$ cat config.mk
export PLATFORM = sky130hd
export DESIGN_NAME = manchester_remote_frame_receiver_flat
export DESIGN_NICKNAME = d
export VERILOG_FILES = /design/src/rtl/mrfr_pkg.sv /design/src/rtl/mrfr_if.sv /design/src/rtl/mrfr_decode.sv /design/src/rtl/manchester_remote_frame_receiver.sv /design/src/flat_wrapper.sv
export SDC_FILE = /design/constraint.sdc
export NUM_CORES = 1
export LEC_CHECK = 0
export ABC_AREA = 1
export BUFFER_PORTS_ARGS = -buffer_cell sky130_fd_sc_hd__buf_2
export CORE_MARGIN = 2
export CORE_UTILIZATION = 50
export DETAILED_ROUTE_END_ITERATION = 10
export PLACE_DENSITY = 0.71
export SLEW_MARGIN = 20
export SYNTH_ARGS = -nofsm -noshare
export SYNTH_HDL_FRONTEND = slang
export SYNTH_SLANG_ARGS = --single-unit
$ cat constraint.sdc
create_clock -name clock -period 2.02 [get_ports clock]
set_clock_uncertainty 0.1 [all_clocks]
set_input_delay 0.101 -clock clock [delete_from_list [all_inputs] [get_ports clock]]
set_output_delay 0.101 -clock clock [all_outputs]
set_load 0.02 [all_outputs]
$ cat src/rtl/mrfr_pkg.sv
// Shared types and constants for the framed Manchester command receiver.
// No dependencies; every other file in rtl/ imports this package.
`timescale 1ns / 1ps

package mrfr_pkg;

   localparam int BYTE_W    = 8;
   localparam int LINE_NUM  = 4;
   localparam int CSR_IDX_W = 3;

   // CSR register indexes
   localparam logic [CSR_IDX_W-1:0] REG_SYNC    = 3'd0;
   localparam logic [CSR_IDX_W-1:0] REG_TRAILER = 3'd1;
   localparam logic [CSR_IDX_W-1:0] REG_CODE1   = 3'd2;
   localparam logic [CSR_IDX_W-1:0] REG_CODE2   = 3'd3;
   localparam logic [CSR_IDX_W-1:0] REG_CODE3   = 3'd4;
   localparam logic [CSR_IDX_W-1:0] REG_CODE4   = 3'd5;

   // CSR reset values
   localparam logic [BYTE_W-1:0] SYNC_RST    = 8'h55;
   localparam logic [BYTE_W-1:0] TRAILER_RST = 8'hAA;
   localparam logic [BYTE_W-1:0] CODE1_RST   = 8'h04;
   localparam logic [BYTE_W-1:0] CODE2_RST   = 8'h06;
   localparam logic [BYTE_W-1:0] CODE3_RST   = 8'h09;
   localparam logic [BYTE_W-1:0] CODE4_RST   = 8'h11;

   typedef struct packed {
      logic [BYTE_W-1:0]                sync;
      logic [BYTE_W-1:0]                trailer;
      logic [LINE_NUM-1:0][BYTE_W-1:0]  code;     // code[0] toggles line one
   } cfg_type;

   typedef struct packed {
      logic [BYTE_W-1:0]   cmd;
      logic                ok;
      logic [LINE_NUM-1:0] toggle;
   } dec_type;

   typedef enum logic [4:0] {
      PH_IDLE  = 5'b00001,
      PH_HIGH  = 5'b00010,
      PH_LOW   = 5'b00100,
      PH_CHECK = 5'b01000,
      PH_TRAIL = 5'b10000
   } phase_type;

endpackage

$ cat src/rtl/mrfr_if.sv
// Valid/ready channel interfaces: received byte, decoded result, CSR write.
// Depends on mrfr_pkg.
`timescale 1ns / 1ps

interface mrfr_req_if import mrfr_pkg::*; ();
   logic              valid;
   logic              ready;
   logic [BYTE_W-1:0] rx_byte;

   modport source (output valid, rx_byte, input ready);
   modport sink   (input valid, rx_byte, output ready);
endinterface

interface mrfr_rsp_if import mrfr_pkg::*; ();
   logic                valid;
   logic                ready;
   logic [BYTE_W-1:0]   command;
   logic                frame_ok;
   logic [LINE_NUM-1:0] line_levels;

   modport source (output valid, command, frame_ok, line_levels, input ready);
   modport sink   (input valid, command, frame_ok, line_levels, output ready);
endinterface

interface mrfr_csr_if import mrfr_pkg::*; ();
   logic                 valid;
   logic                 ready;
   logic [CSR_IDX_W-1:0] reg_index;
   logic [BYTE_W-1:0]    wr_data;

   modport source (output valid, reg_index, wr_data, input ready);
   modport sink   (input valid, reg_index, wr_data, output ready);
endinterface

$ cat src/rtl/mrfr_decode.sv
// Frame check and Manchester decode of the completed frame, combinational.
// Depends on mrfr_pkg.
`timescale 1ns / 1ps

module mrfr_decode import mrfr_pkg::*; (
   input  cfg_type           cfg,
   input  logic [BYTE_W-1:0] high_half,
   input  logic [BYTE_W-1:0] low_half,
   input  logic [BYTE_W-1:0] check_value,
   input  logic [BYTE_W-1:0] trailer,
   output dec_type           dec
);

   logic [2*BYTE_W-1:0] bits;
   logic [BYTE_W-1:0]   raw_cmd;
   logic                ok;

   assign bits = {high_half, low_half};
   assign ok   = ((high_half & low_half) == check_value) && (trailer == cfg.trailer);

   // MSB-first pairs: 01 -> 1, anything else -> 0
   always_comb begin
      for (int k = 0; k < BYTE_W; k++) begin
         raw_cmd[BYTE_W-1-k] = (bits[2*BYTE_W-1-2*k -: 2] == 2'b01);
      end
   end

   always_comb begin
      dec.ok  = ok;
      dec.cmd = ok ? raw_cmd : '0;
      for (int i = 0; i < LINE_NUM; i++) begin
         dec.toggle[i] = ok && (raw_cmd == cfg.code[i]);
      end
   end

endmodule

$ cat src/rtl/manchester_remote_frame_receiver.sv
// Top level of the framed Manchester command receiver.
// Depends on mrfr_pkg, mrfr_if (channel interfaces) and mrfr_decode.
`timescale 1ns / 1ps
//
//  channel | port   | dir | payload                              | transfer when
//  --------+--------+-----+--------------------------------------+----------------
//  request | req_ch | in  | rx_byte[7:0]                         | valid & ready
//  result  | rsp_ch | out | command[7:0] frame_ok line_levels[3:0]| valid & ready
//  csr     | csr_ch | in  | reg_index[2:0] wr_data[7:0]          | valid & ready
//
// One byte per cycle sustained unless the result register stalls. A byte
// lands in the input register and is consumed from it by the frame
// sequencer; the fifth byte of a frame, the trailer, loads the result
// register as it is consumed, and rsp valid is driven from that register.
// Only the result register can stall: if it is full and not taken, a trailer
// byte waits in the input register and req ready drops; other bytes keep
// flowing. Synchronous active-high reset restores CSR defaults, idles the
// sequencer and drives all lines low. csr ready is always high.

module manchester_remote_frame_receiver import mrfr_pkg::*; (
   input logic       clock,
   input logic       reset,
   mrfr_req_if.sink   req_ch,
   mrfr_rsp_if.source rsp_ch,
   mrfr_csr_if.sink   csr_ch
);

   // configuration
   cfg_type cfg_ff, cfg_in;

   // input register
   logic              s1_vld_ff, s1_vld_in;
   logic [BYTE_W-1:0] s1_byte_ff;

   // frame sequencer state
   phase_type         phase_ff, phase_in;
   logic [BYTE_W-1:0] high_ff, low_ff, check_ff;
   logic [LINE_NUM-1:0] lines_ff, lines_in;

   // result register
   logic                rsp_vld_ff, rsp_vld_in;
   logic [BYTE_W-1:0]   rsp_cmd_ff;
   logic                rsp_ok_ff;
   logic [LINE_NUM-1:0] rsp_lines_ff;

   logic    req_xfer, rsp_xfer, csr_xfer;
   logic    s1_done;   // input register holds the trailer byte
   logic    s1_adv;    // sequencer consumes the input register this cycle
   logic    load_rsp;
   dec_type dec;

   assign req_xfer = req_ch.valid && req_ch.ready;
   assign rsp_xfer = rsp_ch.valid && rsp_ch.ready;
   assign csr_xfer = csr_ch.valid && csr_ch.ready;

   assign csr_ch.ready = 1'b1;

   // ---------------- CSR writes; unknown indexes are dropped
   always_comb begin
      cfg_in = cfg_ff;
      if (csr_xfer) begin
         case (csr_ch.reg_index)
            REG_SYNC:    cfg_in.sync    = csr_ch.wr_data;
            REG_TRAILER: cfg_in.trailer = csr_ch.wr_data;
            REG_CODE1:   cfg_in.code[0] = csr_ch.wr_data;
            REG_CODE2:   cfg_in.code[1] = csr_ch.wr_data;
            REG_CODE3:   cfg_in.code[2] = csr_ch.wr_data;
            REG_CODE4:   cfg_in.code[3] = csr_ch.wr_data;
            default:     cfg_in = cfg_ff;
         endcase
      end
   end

   // ---------------- flow control
   assign s1_done  = s1_vld_ff && (phase_ff == PH_TRAIL);
   assign s1_adv   = s1_vld_ff && (!s1_done || !rsp_vld_ff || rsp_ch.ready);
   assign load_rsp = s1_done && s1_adv;

   assign req_ch.ready = !s1_vld_ff || s1_adv;

   always_comb begin
      s1_vld_in = s1_vld_ff;
      if (req_xfer) begin
         s1_vld_in = 1'b1;
      end else if (s1_adv) begin
         s1_vld_in = 1'b0;
      end
   end

   // ---------------- frame check and decode
   mrfr_decode u_decode (
      .cfg         (cfg_ff),
      .high_half   (high_ff),
      .low_half    (low_ff),
      .check_value (check_ff),
      .trailer     (s1_byte_ff),
      .dec         (dec)
   );

   // ---------------- sequencer; a sync byte inside a frame is plain data
   always_comb begin
      phase_in = phase_ff;
      lines_in = lines_ff;
      if (s1_adv) begin
         case (phase_ff)
            PH_HIGH:  phase_in = PH_LOW;
            PH_LOW:   phase_in = PH_CHECK;
            PH_CHECK: phase_in = PH_TRAIL;
            PH_TRAIL: begin
               phase_in = PH_IDLE;
               lines_in = lines_ff ^ dec.toggle;
            end
            default:  phase_in = (s1_byte_ff == cfg_ff.sync) ? PH_HIGH : PH_IDLE;
         endcase
      end
   end

   always_comb begin
      rsp_vld_in = rsp_vld_ff;
      if (load_rsp) begin
         rsp_vld_in = 1'b1;
      end else if (rsp_xfer) begin
         rsp_vld_in = 1'b0;
      end
   end

   // ---------------- registers
   always_ff @(posedge clock) begin
      if (reset) begin
         cfg_ff.sync    <= SYNC_RST;
         cfg_ff.trailer <= TRAILER_RST;
         cfg_ff.code[0] <= CODE1_RST;
         cfg_ff.code[1] <= CODE2_RST;
         cfg_ff.code[2] <= CODE3_RST;
         cfg_ff.code[3] <= CODE4_RST;
         s1_vld_ff      <= 1'b0;
         phase_ff       <= PH_IDLE;
         lines_ff       <= '0;
         rsp_vld_ff     <= 1'b0;
      end else begin
         cfg_ff     <= cfg_in;
         s1_vld_ff  <= s1_vld_in;
         phase_ff   <= phase_in;
         lines_ff   <= lines_in;
         rsp_vld_ff <= rsp_vld_in;
      end
   end

   // payload: no reset needed, each field is written before it is read
   always_ff @(posedge clock) begin
      if (req_xfer) begin
         s1_byte_ff <= req_ch.rx_byte;
      end
      if (s1_adv && (phase_ff == PH_HIGH)) begin
         high_ff <= s1_byte_ff;
      end
      if (s1_adv && (phase_ff == PH_LOW)) begin
         low_ff <= s1_byte_ff;
      end
      if (s1_adv && (phase_ff == PH_CHECK)) begin
         check_ff <= s1_byte_ff;
      end
      if (load_rsp) begin
         rsp_cmd_ff   <= dec.cmd;
         rsp_ok_ff    <= dec.ok;
         rsp_lines_ff <= lines_in;
      end
   end

   assign rsp_ch.valid       = rsp_vld_ff;
   assign rsp_ch.command     = rsp_cmd_ff;
   assign rsp_ch.frame_ok    = rsp_ok_ff;
   assign rsp_ch.line_levels = rsp_lines_ff;

   // ---------------- assertions
   // a failed frame always reports command zero
   a_fail_cmd_zero: assert property (@(posedge clock) disable iff (reset)
      (rsp_vld_ff && !rsp_ok_ff) |-> (rsp_cmd_ff == '0))
      else $error("failed frame with nonzero command");

   // line levels move only when a result is loaded
   a_lines_on_load: assert property (@(posedge clock) disable iff (reset)
      !$stable(lines_ff) |-> $past(load_rsp))
      else $error("line levels changed without a completed frame");

   // a pending result always shows the live line levels
   a_rsp_lines_live: assert property (@(posedge clock) disable iff (reset)
      rsp_vld_ff |-> (rsp_lines_ff == lines_ff))
      else $error("result line levels out of step with lines");

   // a stalled trailer byte never gets overwritten
   a_no_overrun: assert property (@(posedge clock) disable iff (reset)
      (s1_vld_ff && !s1_adv) |=> (s1_vld_ff && $stable(s1_byte_ff)))
      else $error("input register overwritten while stalled");

endmodule
$ cat src/flat_wrapper.sv
// flat-port wrapper written by rule: the top's interface ports become plain ports
module manchester_remote_frame_receiver_flat import mrfr_pkg::*;
  (clock, reset, req_ch_valid, req_ch_rx_byte, req_ch_ready, rsp_ch_valid, rsp_ch_command, rsp_ch_frame_ok, rsp_ch_line_levels, rsp_ch_ready, csr_ch_valid, csr_ch_reg_index, csr_ch_wr_data, csr_ch_ready);
  mrfr_req_if req_ch_i ();
  mrfr_rsp_if rsp_ch_i ();
  mrfr_csr_if csr_ch_i ();
  input logic clock;
  input logic reset;
  input wire logic [$bits(req_ch_i.valid)-1:0] req_ch_valid;
  input wire logic [$bits(req_ch_i.rx_byte)-1:0] req_ch_rx_byte;
  output wire logic [$bits(req_ch_i.ready)-1:0] req_ch_ready;
  output wire logic [$bits(rsp_ch_i.valid)-1:0] rsp_ch_valid;
  output wire logic [$bits(rsp_ch_i.command)-1:0] rsp_ch_command;
  output wire logic [$bits(rsp_ch_i.frame_ok)-1:0] rsp_ch_frame_ok;
  output wire logic [$bits(rsp_ch_i.line_levels)-1:0] rsp_ch_line_levels;
  input wire logic [$bits(rsp_ch_i.ready)-1:0] rsp_ch_ready;
  input wire logic [$bits(csr_ch_i.valid)-1:0] csr_ch_valid;
  input wire logic [$bits(csr_ch_i.reg_index)-1:0] csr_ch_reg_index;
  input wire logic [$bits(csr_ch_i.wr_data)-1:0] csr_ch_wr_data;
  output wire logic [$bits(csr_ch_i.ready)-1:0] csr_ch_ready;
  assign req_ch_i.valid = req_ch_valid;
  assign req_ch_i.rx_byte = req_ch_rx_byte;
  assign req_ch_ready = req_ch_i.ready;
  assign rsp_ch_valid = rsp_ch_i.valid;
  assign rsp_ch_command = rsp_ch_i.command;
  assign rsp_ch_frame_ok = rsp_ch_i.frame_ok;
  assign rsp_ch_line_levels = rsp_ch_i.line_levels;
  assign rsp_ch_i.ready = rsp_ch_ready;
  assign csr_ch_i.valid = csr_ch_valid;
  assign csr_ch_i.reg_index = csr_ch_reg_index;
  assign csr_ch_i.wr_data = csr_ch_wr_data;
  assign csr_ch_ready = csr_ch_i.ready;
  manchester_remote_frame_receiver u_core (.clock(clock), .reset(reset), .req_ch(req_ch_i), .rsp_ch(rsp_ch_i), .csr_ch(csr_ch_i));
endmodule
==> results.md <==
- Layout Area Growth over Synthesis: 16.9%
- Critical Path Slowest Stage Cell: edfxtp_1
- Pwr dens: 705 nW/um^2
- Final Util: 59.7%
- Routed vias: 3835
- Final TNS setup: 0 ns
- Leak: 2.41 nW
- Clk Latency, worst-skew pair: 0.38 ns
- Port bufs: 38
- Hold Vio Cnt, Final: 0
- Sequential area share after synthesis: 54.5%
- Final setup violation count: 0
- Number of synthesized flops with an enable pin: 45
- CP Launch Type: register
- Worst slew pin tran: 0.551 ns
- Mapped Cells: 558
- 1st-pass router iterations: 5
- Clk buf depth: 2
- Clock Sinks: 104
- Critical path cell sequence: inv_1 > nand2_1 > nand2_1 > nand3_1 > nor2_1 > nand2_1 > nor2_8 > nand4_1 > nand2_1 > inv_1
- Arrival time worst endpoint: 1.92 ns
- Final Max Tran Viols: 0
- GPL Wtd Cong: 0.883
- Hold WC Path Type: in -> reg
- DRT antenna net count: 0
- GRT Overall Usage: 22.2%
- RSZ-0062 raised after global routing: false
- Post-route clock period utilization: 93.2%
- CTS Root Cell: clkbuf_8
- Grt ovf: 0
- CTS HTree Levels: 3
- # DRC: 0
- Post-synth ARST share: 0%
- Distinct cells, synth: 28
- Yosys reg bits: 104
- Hold slack: 0.0791 ns
- Critical path class: reg -> reg
- Hpwl dp: 7.56 mm
- Clock slew at reported path FFs: 0.11 ns
- Post-synth top flop: dfxtp_1
- Required time of the critical path: 2.06 ns
- Switching Fraction: 25.6%
- Routed vias/inst: 5.15
- Die X-Extent: 100 um
- Layout cell share with drive strength beyond 1: 13.2%
- Slew headroom: 63.1%
- Setup bufs post-CTS: 0
- Row count: 35
- Vias in the first global route: 3628
- WL per Instance: 14.0 um
- Highest clock rate: 531 MHz
- CTS tree: built
- Core area: 9110 sq um
- Die area: 10100 sq um
- Syn avg cell area: 8.33 sq um
- First-pass GRT wire length: 17.2 mm
- Synth Net Count: 582
- Internal power: 2.85 mW
- Gate power share: 6.6%
- Register share of total power: 59.6%
- Crit-path most repeated cell: nand2_1
- Final nets: 653
- Synthesized area: 4650 sq um
- Net load switching power: 0.982 mW
- Initial cell density of the core: 51.0%
- Die height: 100 um
- Clock power share: 33.8%
- Ys Warns: 0
- VDD IR max: 0.000364 V
- I/O pins: 40
- Final min period: 1.88 ns
- Status: completed
- Reported max-cap violation count: 0
- Diode count: 0
- Final WL: 10.5 mm
- Largest stage delay on the critical path: 0.52 ns
- Critical path peak fanout: 10
- Iteration-0 DRC Markers: 222
- Antenna violations before repair: 0
- CTS buffer count: 9
- Largest net degree at the start of global routing: 51
- Critical path endpoint category: register
==> cell usage in the layout (no fill, tap or decap), drive strengths merged, types with 3 or more instances in the layout <==
master / n
dlygate4sd3: 21
o211ai: 3
xor2: 16
inv: 72
nand2: 135
nand3b: 6
a21oi: 21
o21ai: 35
xnor2: 10
edfxtp: 45
nand3: 43
nor2: 92
clkinv: 5
dfxtp: 59
clkbuf: 9
buf: 49
nor3: 6
nand4: 5
==> worst max-delay path: cells and delay by family (launching register included) <==
kind,cells,cell delay (ns)
simple gates,8,0.88
flops,1,0.52
buf+inv,2,0.15
==> cells by family (layout without fill, tap and decap cells) <==
kind of cell	Yosys count	count (layout)	share of synthesized area (%)
xor+xnor	26	26	4.90
compound gates	59	59	6.51
other cells	1	1	0.0807
simple gates	288	288	27.3
buf+inv	80	156	6.70
flops	104	104	54.5
==> area by class of cell <==
| class | count | area [sq um] |
|---|---|---|
| well taps | 111 | 139 |
| clock inverters | 7 | 81.3 |
| multi-input cells | 374 | 1810 |
| inverters | 70 | 263 |
| fillers | 769 | 3670 |
| repair buffers | 70 | 483 |
| flip-flops and latches | 104 | 2530 |
| clock buffers | 9 | 124 |
==> path summary, 6_finish.rpt <==
kind	slack, ns	cells past startpoint	end	startpoint
max	0.14	10	u_core.rsp_ch.line_levels[0]	u_core.s1_byte_ff[3]
min	0.08	5	u_core.cfg_ff[24]	csr_ch_reg_index[2]
max reg2reg	0.14	10	u_core.rsp_ch.line_levels[0]	u_core.s1_byte_ff[3]
min reg2reg	0.38	2	u_core.cfg_ff[14]	u_core.cfg_ff[14]
==> power groups by stage <==
stage	clock network, mW	registers, mW	logic, mW
after floorplan	0	2.32	0.143
after global routing	1.39	2.29	0.284
after CTS	1.33	2.28	0.252
final	1.30	2.28	0.254
after global placement	0	2.33	0.217
after detailed placement	0	2.33	0.221
==> synthesized netlist by cell type (2+ instances only) <==
| master | count | area (sq um) |
|---|---|---|
| nor3_1 | 4 | 20.0 |
| nand4_1 | 5 | 31.3 |
| nor2_1 | 82 | 308 |
| xor2_1 | 16 | 140 |
| nand2_1 | 132 | 495 |
| nand3b_1 | 6 | 45.0 |
| inv_1 | 68 | 255 |
| clkbuf_1 | 8 | 30.0 |
| xnor2_1 | 10 | 87.6 |
| nor2_2 | 7 | 43.8 |
| nand3_1 | 42 | 210 |
| clkinv_1 | 2 | 7.51 |
| dfxtp_1 | 59 | 1180 |
| nand2_2 | 2 | 12.5 |
| o211ai_1 | 3 | 22.5 |
| nor2_4 | 2 | 22.5 |
| edfxtp_1 | 45 | 1350 |
| o21ai_0 | 35 | 175 |
| a21oi_1 | 21 | 105 |
==> metrics by stage <==
stage,instance area [sq um],power [mW],setup WS (ns),std cells
2_1_floorplan,4650,2.46,0.258,558
3_3_place_gp,5020,2.54,0.195,708
3_5_place_dp,5020,2.55,0.149,708
4_1_cts,5430,3.86,0.122,745
5_1_grt,5430,3.97,0.00826,745
6_report,5430,3.83,0.138,745
==> metal layers <==
metal | up-vias | track usage, % | part of all wire (%)
li1 | 1918 | - | -
met1 | 1775 | 29.5 | 46
met2 | 117 | 36.4 | 47
met3 | 25 | 3.55 | 5.0
met4 | 0 | 8.75 | 2.2
met5 | - | 0 | 0
==> state kept, by name, summed over array words and instances, names as in the netlist <==
signal                     flops
u_core.cfg_ff                 48
u_core.check_ff                8
u_core.rsp_ch.line_levels      4
u_core.s1_byte_ff              8
u_core.s1_vld_ff               1
u_core.rsp_ch.valid            1
u_core.high_ff                 8
u_core.rsp_ch.frame_ok         1
u_core.rsp_ch.command          8
u_core.phase_ff                5
u_core.low_ff                  8
u_core.lines_ff                4
==> what timing repair did <==
item	4_1_cts	5_1_grt
hold buffers	21	0
hold endpoints to repair	50	0
endpoints found under the setup margin	0	2
resized for setup	0	2
(Power assumes the default switching activity.)
